==> config.mk <==
export PLATFORM = sky130hd
export DESIGN_NAME = mips_multiply_divide_unit
export DESIGN_NICKNAME = d
export VERILOG_FILES = /design/src/hdl/mmdu_pkg.sv /design/src/hdl/mmdu_core.sv /design/src/hdl/mips_multiply_divide_unit.sv
export SDC_FILE = /design/constraint.sdc
export NUM_CORES = 1
export LEC_CHECK = 0
export BUFFER_PORTS_ARGS = -buffer_cell sky130_fd_sc_hd__buf_2
export CORE_UTILIZATION = 43
export DETAILED_ROUTE_END_ITERATION = 6
export GPL_TIMING_DRIVEN = 1
export HOLD_SLACK_MARGIN = 0.03
export PLACE_DENSITY = 0.68
export REMOVE_ABC_BUFFERS = 1
export SLEW_MARGIN = 5
export SYNTH_ARGS = -nofsm -noshare
export SYNTH_HDL_FRONTEND = slang
export SYNTH_SLANG_ARGS = --single-unit
export TNS_END_PERCENT = 30
==> constraint.sdc <==
create_clock -name clk -period 6.25 [get_ports clk]
set_clock_uncertainty 0.1 [all_clocks]
set_input_delay 0.9375 -clock clk [delete_from_list [all_inputs] [get_ports clk]]
set_output_delay 0.9375 -clock clk [all_outputs]
set_load 0.005 [all_outputs]
==> src/hdl/mmdu_pkg.sv <==
package mmdu_pkg;

	// Arithmetic width of HI, LO and the shared adder
	localparam int WORD_BITS = 32;
	localparam int STEP_BITS = $clog2(WORD_BITS);
	localparam logic [STEP_BITS-1:0] STEP_LAST = STEP_BITS'(WORD_BITS - 1);

	// Beat layout
	localparam int CMD_BITS     = 3;
	localparam int DATA_BITS    = 32;
	localparam int A_LSB        = CMD_BITS;
	localparam int B_LSB        = CMD_BITS + DATA_BITS;
	localparam int S_TDATA_BITS = 72;
	localparam int M_TDATA_BITS = 32;

	localparam logic [CMD_BITS-1:0] CMD_MULU  = 3'd0;
	localparam logic [CMD_BITS-1:0] CMD_DIVU  = 3'd1;
	localparam logic [CMD_BITS-1:0] CMD_DIVS  = 3'd2;
	localparam logic [CMD_BITS-1:0] CMD_RD_HI = 3'd3;
	localparam logic [CMD_BITS-1:0] CMD_RD_LO = 3'd4;
	localparam logic [CMD_BITS-1:0] CMD_WR_HI = 3'd5;
	localparam logic [CMD_BITS-1:0] CMD_WR_LO = 3'd6;

	typedef enum logic [1:0] {
		OP_MULU,
		OP_DIVU,
		OP_DIVS
	} mdu_op_t;

	typedef struct packed {
		logic    start;
		mdu_op_t op;
	} core_req_t;

	typedef struct packed {
		logic busy;
		logic done;
	} core_rsp_t;

endpackage

==> src/hdl/mmdu_core.sv <==
module mmdu_core import mmdu_pkg::*; (
	input  logic                 clk,
	input  logic                 arst_n,
	input  core_req_t            req,
	input  logic [WORD_BITS-1:0] opa,
	input  logic [WORD_BITS-1:0] opb,
	output core_rsp_t            rsp,
	output logic [WORD_BITS-1:0] hi,
	output logic [WORD_BITS-1:0] lo
);

	localparam logic [2:0] ST_IDLE = 3'd0;
	localparam logic [2:0] ST_NEGA = 3'd1;
	localparam logic [2:0] ST_NEGB = 3'd2;
	localparam logic [2:0] ST_RUN  = 3'd3;
	localparam logic [2:0] ST_FIXQ = 3'd4;
	localparam logic [2:0] ST_FIXR = 3'd5;

	logic [2:0]           state_q;
	logic [STEP_BITS-1:0] count_q;
	mdu_op_t              op_q;
	logic                 a_neg_q;
	logic                 b_neg_q;
	logic                 done_q;

	// acc_q: product high half or partial remainder; lo_q: multiplier/product low or quotient
	logic [WORD_BITS-1:0] acc_q;
	logic [WORD_BITS-1:0] lo_q;
	logic [WORD_BITS-1:0] opnd_q;

	logic [WORD_BITS:0]   add_x;
	logic [WORD_BITS:0]   add_y;
	logic                 add_sub;
	logic [WORD_BITS+1:0] add_sum;
	logic                 no_borrow;

	// Shared adder: negation, multiply accumulate and trial subtract all pass through here
	always_comb begin
		add_x   = '0;
		add_y   = '0;
		add_sub = 1'b0;
		case (state_q)
			ST_NEGA: begin
				add_sub = 1'b1;
				add_y   = {1'b0, lo_q};
			end
			ST_NEGB: begin
				add_sub = 1'b1;
				add_y   = {1'b0, opnd_q};
			end
			ST_RUN: begin
				if (op_q == OP_MULU) begin
					add_x = {1'b0, acc_q};
					add_y = lo_q[0] ? {1'b0, opnd_q} : '0;
				end else begin
					add_x   = {acc_q, lo_q[WORD_BITS-1]};
					add_y   = {1'b0, opnd_q};
					add_sub = 1'b1;
				end
			end
			ST_FIXQ: begin
				add_sub = 1'b1;
				add_y   = {1'b0, lo_q};
			end
			ST_FIXR: begin
				add_sub = 1'b1;
				add_y   = {1'b0, acc_q};
			end
			default: begin
			end
		endcase
		add_sum = {1'b0, add_x} + {1'b0, add_sub ? ~add_y : add_y}
			+ (WORD_BITS + 2)'(add_sub);
	end

	assign no_borrow = add_sum[WORD_BITS+1];

	always_ff @(posedge clk or negedge arst_n) begin
		if (!arst_n) begin
			state_q <= ST_IDLE;
			count_q <= '0;
			op_q    <= OP_MULU;
			a_neg_q <= 1'b0;
			b_neg_q <= 1'b0;
			done_q  <= 1'b0;
		end else begin
			done_q <= 1'b0;
			case (state_q)
				ST_IDLE: begin
					if (req.start) begin
						op_q    <= req.op;
						a_neg_q <= (req.op == OP_DIVS) && opa[WORD_BITS-1];
						b_neg_q <= (req.op == OP_DIVS) && opb[WORD_BITS-1];
						count_q <= STEP_LAST;
						state_q <= (req.op == OP_DIVS) ? ST_NEGA : ST_RUN;
					end
				end
				ST_NEGA: state_q <= ST_NEGB;
				ST_NEGB: state_q <= ST_RUN;
				ST_RUN: begin
					if (count_q == '0) begin
						if (op_q == OP_DIVS) begin
							state_q <= ST_FIXQ;
						end else begin
							state_q <= ST_IDLE;
							done_q  <= 1'b1;
						end
					end else begin
						count_q <= count_q - 1'b1;
					end
				end
				ST_FIXQ: state_q <= ST_FIXR;
				ST_FIXR: begin
					state_q <= ST_IDLE;
					done_q  <= 1'b1;
				end
				default: state_q <= ST_IDLE;
			endcase
		end
	end

	always_ff @(posedge clk) begin
		case (state_q)
			ST_IDLE: begin
				if (req.start) begin
					acc_q  <= '0;
					lo_q   <= opa;
					opnd_q <= opb;
				end
			end
			ST_NEGA: begin
				if (a_neg_q) begin
					lo_q <= add_sum[WORD_BITS-1:0];
				end
			end
			ST_NEGB: begin
				if (b_neg_q) begin
					opnd_q <= add_sum[WORD_BITS-1:0];
				end
			end
			ST_RUN: begin
				if (op_q == OP_MULU) begin
					acc_q <= add_sum[WORD_BITS:1];
					lo_q  <= {add_sum[0], lo_q[WORD_BITS-1:1]};
				end else begin
					// restore on borrow: keep the shifted remainder
					acc_q <= no_borrow ? add_sum[WORD_BITS-1:0] : add_x[WORD_BITS-1:0];
					lo_q  <= {lo_q[WORD_BITS-2:0], no_borrow};
				end
			end
			ST_FIXQ: begin
				if (a_neg_q ^ b_neg_q) begin
					lo_q <= add_sum[WORD_BITS-1:0];
				end
			end
			ST_FIXR: begin
				if (a_neg_q) begin
					acc_q <= add_sum[WORD_BITS-1:0];
				end
			end
			default: begin
			end
		endcase
	end

	// hold busy through the done cycle so HI/LO are written before the next beat
	assign rsp.busy = (state_q != ST_IDLE) || done_q;
	assign rsp.done = done_q;
	assign hi       = acc_q;
	assign lo       = lo_q;

endmodule

==> src/hdl/mips_multiply_divide_unit.sv <==
// HI/LO multiply-divide unit. Each input beat carries a command and two operands
// and yields exactly one output beat: the HI or LO value for the read commands,
// zero for every other command. The output beat is registered and issued in the
// cycle after the input beat is taken. Moves free the input side again unless the
// output beat is stalled; after multiply or divide the next input beat is taken
// once the core is idle and HI/LO are written. The wait is set by the 32 passes of
// the single shared adder (shift-add multiply, restoring divide), the done flag
// and the write of HI/LO, plus two negation steps before and two after a signed divide.
// Divide by zero gives LO all ones (one for a negative signed dividend) and HI the
// dividend.
module mips_multiply_divide_unit import mmdu_pkg::*; (
	input  logic                    clk,
	input  logic                    arst_n,
	input  logic                    s_tvalid,
	output logic                    s_tready,
	input  logic [S_TDATA_BITS-1:0] s_tdata,  // command[2:0], operand_a[34:3], operand_b[66:35]
	output logic                    m_tvalid,
	input  logic                    m_tready,
	output logic [M_TDATA_BITS-1:0] m_tdata   // read_value[31:0]
);

	logic [CMD_BITS-1:0]     command;
	logic [DATA_BITS-1:0]    operand_a;
	logic [DATA_BITS-1:0]    operand_b;
	logic                    s_accept;
	logic [WORD_BITS-1:0]    hi_q;
	logic [WORD_BITS-1:0]    lo_q;
	logic                    m_tvalid_q;
	logic [M_TDATA_BITS-1:0] m_tdata_q;
	logic [DATA_BITS-1:0]    read_value;
	core_req_t               core_req;
	core_rsp_t               core_rsp;
	logic [WORD_BITS-1:0]    core_hi;
	logic [WORD_BITS-1:0]    core_lo;

	assign command   = s_tdata[CMD_BITS-1:0];
	assign operand_a = s_tdata[A_LSB +: DATA_BITS];
	assign operand_b = s_tdata[B_LSB +: DATA_BITS];

	assign s_tready = !core_rsp.busy && (!m_tvalid_q || m_tready);
	assign s_accept = s_tvalid && s_tready;

	always_comb begin
		core_req.start = 1'b0;
		core_req.op    = OP_MULU;
		case (command)
			CMD_MULU: begin
				core_req.start = s_accept;
				core_req.op    = OP_MULU;
			end
			CMD_DIVU: begin
				core_req.start = s_accept;
				core_req.op    = OP_DIVU;
			end
			CMD_DIVS: begin
				core_req.start = s_accept;
				core_req.op    = OP_DIVS;
			end
			default: begin
			end
		endcase
	end

	mmdu_core u_core (
		.clk    (clk),
		.arst_n (arst_n),
		.req    (core_req),
		.opa    (operand_a[WORD_BITS-1:0]),
		.opb    (operand_b[WORD_BITS-1:0]),
		.rsp    (core_rsp),
		.hi     (core_hi),
		.lo     (core_lo)
	);

	always_comb begin
		case (command)
			CMD_RD_HI: read_value = DATA_BITS'(hi_q);
			CMD_RD_LO: read_value = DATA_BITS'(lo_q);
			default:   read_value = '0;
		endcase
	end

	always_ff @(posedge clk or negedge arst_n) begin
		if (!arst_n) begin
			hi_q       <= '0;
			lo_q       <= '0;
			m_tvalid_q <= 1'b0;
		end else begin
			if (core_rsp.done) begin
				hi_q <= core_hi;
				lo_q <= core_lo;
			end else if (s_accept && command == CMD_WR_HI) begin
				hi_q <= operand_a[WORD_BITS-1:0];
			end else if (s_accept && command == CMD_WR_LO) begin
				lo_q <= operand_a[WORD_BITS-1:0];
			end
			if (s_accept) begin
				m_tvalid_q <= 1'b1;
			end else if (m_tready) begin
				m_tvalid_q <= 1'b0;
			end
		end
	end

	always_ff @(posedge clk) begin
		if (s_accept) begin
			m_tdata_q <= M_TDATA_BITS'(read_value);
		end
	end

	assign m_tvalid = m_tvalid_q;
	assign m_tdata  = m_tdata_q;

endmodule

==> summary.txt <==
CTS
  – Root Driver: clkbuf_16
  – Clk slew on worst S/H paths: 0.06 ns
  – Hold_buf cts: 0
  – Htree depth: 1
  – Clk_lat worst skew: 0.53 ns
  – Post-CTS sizing: 0
  – Clk sinks: 206
  – CTS Buffer Depth: 3
  – Setup Fix Bufs, Post-CTS: 0
  – CTS Buf Count: 24
  – CTS tree: done

Layout
  – Most common cell after layout, fill and taps aside: nand2_1
  – Layout Cell Area excl Fill: 14700 um^2
  – Fill cells: 2778
  – Post-route insts no fill: 1887
  – Most frequent cells in the layout: nand2_1 (298), edfxtp_1 (128), a21oi_1 (120)
  – Share of layout cells above drive strength 1: 0.148
  – Nets: 1594
  – Area delta synth->final: 14.3%
  – # diodes: 0

Global route
  – Global route total overflow: 0
  – Antenna violations before repair: 2
  – Vias in the first global route: 11600
  – Largest net degree at the start of global routing: 67
  – First-pass GRT wire length: 67400 um
  – GRT Total Usage: 0.281

Routing
  – Vias: 11900
  – DR iter-0 viols: 1454
  – Number of routed nets with antenna violations: 0
  – DR WL/cell: 22.9 um
  – Vias per inst: 6.31
  – Residual DRC: 0
  – Pre-antenna DRT Iters: 6
  – Routed wire length: 43200 um

STA
  – Max-slew violations: 0
  – F_max: 177 MHz
  – Final period util: 0.903
  – Worst Tran Pin Value: 1.21 ns
  – Setup TNS: 0 ns
  – Hold Vio Cnt, Final: 0
  – Final-report setup violation count: 0
  – Min Tclk post-route: 5.64 ns
  – Unrepaired setup endpoints after global routing: false
  – Slew Limit Headroom: 0.179
  – Fin Hold WS: 0.278 ns

Yosys
  – Fraction of registers with async set/reset: 0.379
  – Unique masters post-synth: 76
  – Top FF cell, synth: edfxtp_1
  – Synthesized cell area: 12800 um^2
  – Number of synthesized flops with an enable pin: 128
  – Mean Syn Cell Area: 9.08 um^2
  – Register area share after synthesis: 0.452
  – Synth Register Bits: 206
  – Synth warn: 0
  – Mapped Cells: 1414

Place
  – Placed Cells incl. Taps: 1843
  – IO buf count: 104
  – Routability cong.: 1.00
  – Area after DPL: 13900 um^2
  – DP HPWL: 28700 um

Power and ir drop
  – Pwr dens: 701 nW/um^2
  – Sequential power share: 0.257
  – Total power: 10.3 mW
  – Switching pwr: 4.87 mW
  – Power share of the clock group: 0.136
  – VDD IR max: 0.000280 V
  – Leak: 6.30 nW
  – Sw frac: 0.474
  – Pint: 5.40 mW
  – Combinational share of power: 0.607

Floorplanning
  – Die W: 175 um
  – Rows: 62
  – Core area: 29000 um^2
  – Initial Util: 0.442
  – Die ar.: 30500 um^2
  – Die Ht: 175 um
  – Number of I/O pins: 110

Worst setup path
  – Crit-path max FO: 21
  – CP Capture Type: register
  – WS Path Type: reg -> reg
  – R2R setup slack: 0.61 ns
  – CP required: 6.43 ns
  – Startpoint types: register
  – CP arrival: 5.83 ns

Status
  – Status: finished, final reports clean

Hold path
  – Worst hold path class: in -> async

Job
  – MaxCap Viol Count: 0
-- logic make-up after synthesis --
logic type | count (synthesis) | share of synthesized area
AO/OA/AOI/OAI | 495 | 0.266
XOR/XNOR | 32 | 0.0218
adder cells (fa/ha/maj) | 33 | 0.0328
buffers and inverters | 122 | 0.0377
flip-flops | 206 | 0.452
multiplexers | 44 | 0.0354
AND/OR/NAND/NOR | 482 | 0.155
-- path summary, 6_finish.rpt --
path | start | endpoint | depth (start not counted)
setup / recovery | u_core.state_q[1]$_DFFE_PN0P_ | u_core.hi[23]$_DFFE_PP_ | 14
hold / removal | arst_n | lo_q[9]$_DFFE_PN0P_ | 1
setup reg to reg | u_core.state_q[1]$_DFFE_PN0P_ | u_core.hi[23]$_DFFE_PP_ | 14
hold reg to reg | lo_q[28]$_DFFE_PN0P_ | lo_q[28]$_DFFE_PN0P_ | 2
max in group asynchronous | arst_n | u_core.state_q[0]$_DFFE_PN0P_ | 2
min in group clk | lo_q[28]$_DFFE_PN0P_ | lo_q[28]$_DFFE_PN0P_ | 2
-- cell usage after synthesis (6+ instances only) --
cell type,count,share of area
o22ai_1,44,0.021
ha_1,32,0.031
a41oi_1,6,0.0041
nand2_1,299,0.087
and2_1,6,0.0029
nor2b_1,7,0.0034
dfrtp_1,78,0.15
a21oi_1,120,0.047
o22a_1,9,0.0061
buf_1,9,0.0026
a31oi_1,15,0.0073
o21a_1,6,0.0035
a22o_1,69,0.047
nand2b_1,7,0.0034
inv_1,18,0.0053
a21o_1,12,0.0070
nor3_1,7,0.0027
o21ai_0,66,0.026
and3_1,6,0.0029
mux2_2,7,0.0061
a221oi_1,22,0.015
mux2i_1,36,0.028
xnor2_1,19,0.013
xor2_1,13,0.0089
o221ai_1,10,0.0068
edfxtp_1,128,0.30
clkbuf_1,88,0.026
nor2_1,111,0.032
a22oi_1,66,0.039
nand3_1,15,0.0058
-- area by class of cell --
class / instances / area, um^2 / share of cell area
Clock buffer: 33 / 696 / 0.0474
Multi-Input combinational cell: 1086 / 6630 / 0.452
Timing Repair Buffer: 148 / 903 / 0.0616
Inverter: 19 / 71.3 / 0.00486
Sequential cell: 206 / 5800 / 0.395
Clock inverter: 11 / 82.6 / 0.00563
Tap cell: 384 / 480 / 0.0328
-- sequential cells by signal, summed over array words and instances (netlist names), 2 cells and up --
| name | count |
|---|---|
| u_core.lo | 32 |
| u_core.count_q | 5 |
| m_tdata | 32 |
| u_core.op_q | 2 |
| u_core.state_q | 3 |
| u_core.hi | 32 |
| lo_q | 32 |
| u_core.opnd_q | 32 |
| hi_q | 32 |
-- per-layer routing --
metal | GRT usage | part of all wire | vias up
met2 | 0.450 | 0.46 | 601
li1 | - | - | 5418
met1 | 0.396 | 0.43 | 5811
met4 | 0.0721 | 0.023 | 0
met5 | 0 | 0 | -
met3 | 0.0433 | 0.093 | 69
-- through the flow --
step	util	setup slack [ns]
final	0.505	0.607
after floorplan	-	-1.06
after global placement	0.479	0.789
after CTS	0.505	0.710
after global routing	0.505	0.366
after detailed placement	0.479	0.741
-- power groups by stage --
| stage | logic [mW] | registers [mW] | clock network (mW) |
|---|---|---|---|
| detailed placement | 6.09 | 2.65 | 0 |
| finish | 6.24 | 2.64 | 1.40 |
| global route | 6.82 | 2.69 | 1.46 |
| CTS | 6.14 | 2.62 | 1.42 |
| floorplan | 4.41 | 2.54 | 0 |
| global placement | 6.02 | 2.63 | 0 |
-- worst max-delay path, cell delays in order (launching register included) --
cell,delay (ns)
dfrtp_1,0.67
buf_4,0.38
or2_1,0.48
o221ai_2,0.55
mux2i_1,0.22
fa_1,0.44
a21oi_1,0.24
o22ai_1,0.14
o21ai_0,0.31
o2bb2ai_1,0.17
a311o_1,0.44
a41oi_1,0.42
xor2_1,0.38
o32ai_1,0.18
a211o_1,0.28
Power figures use the tool's default switching activity.
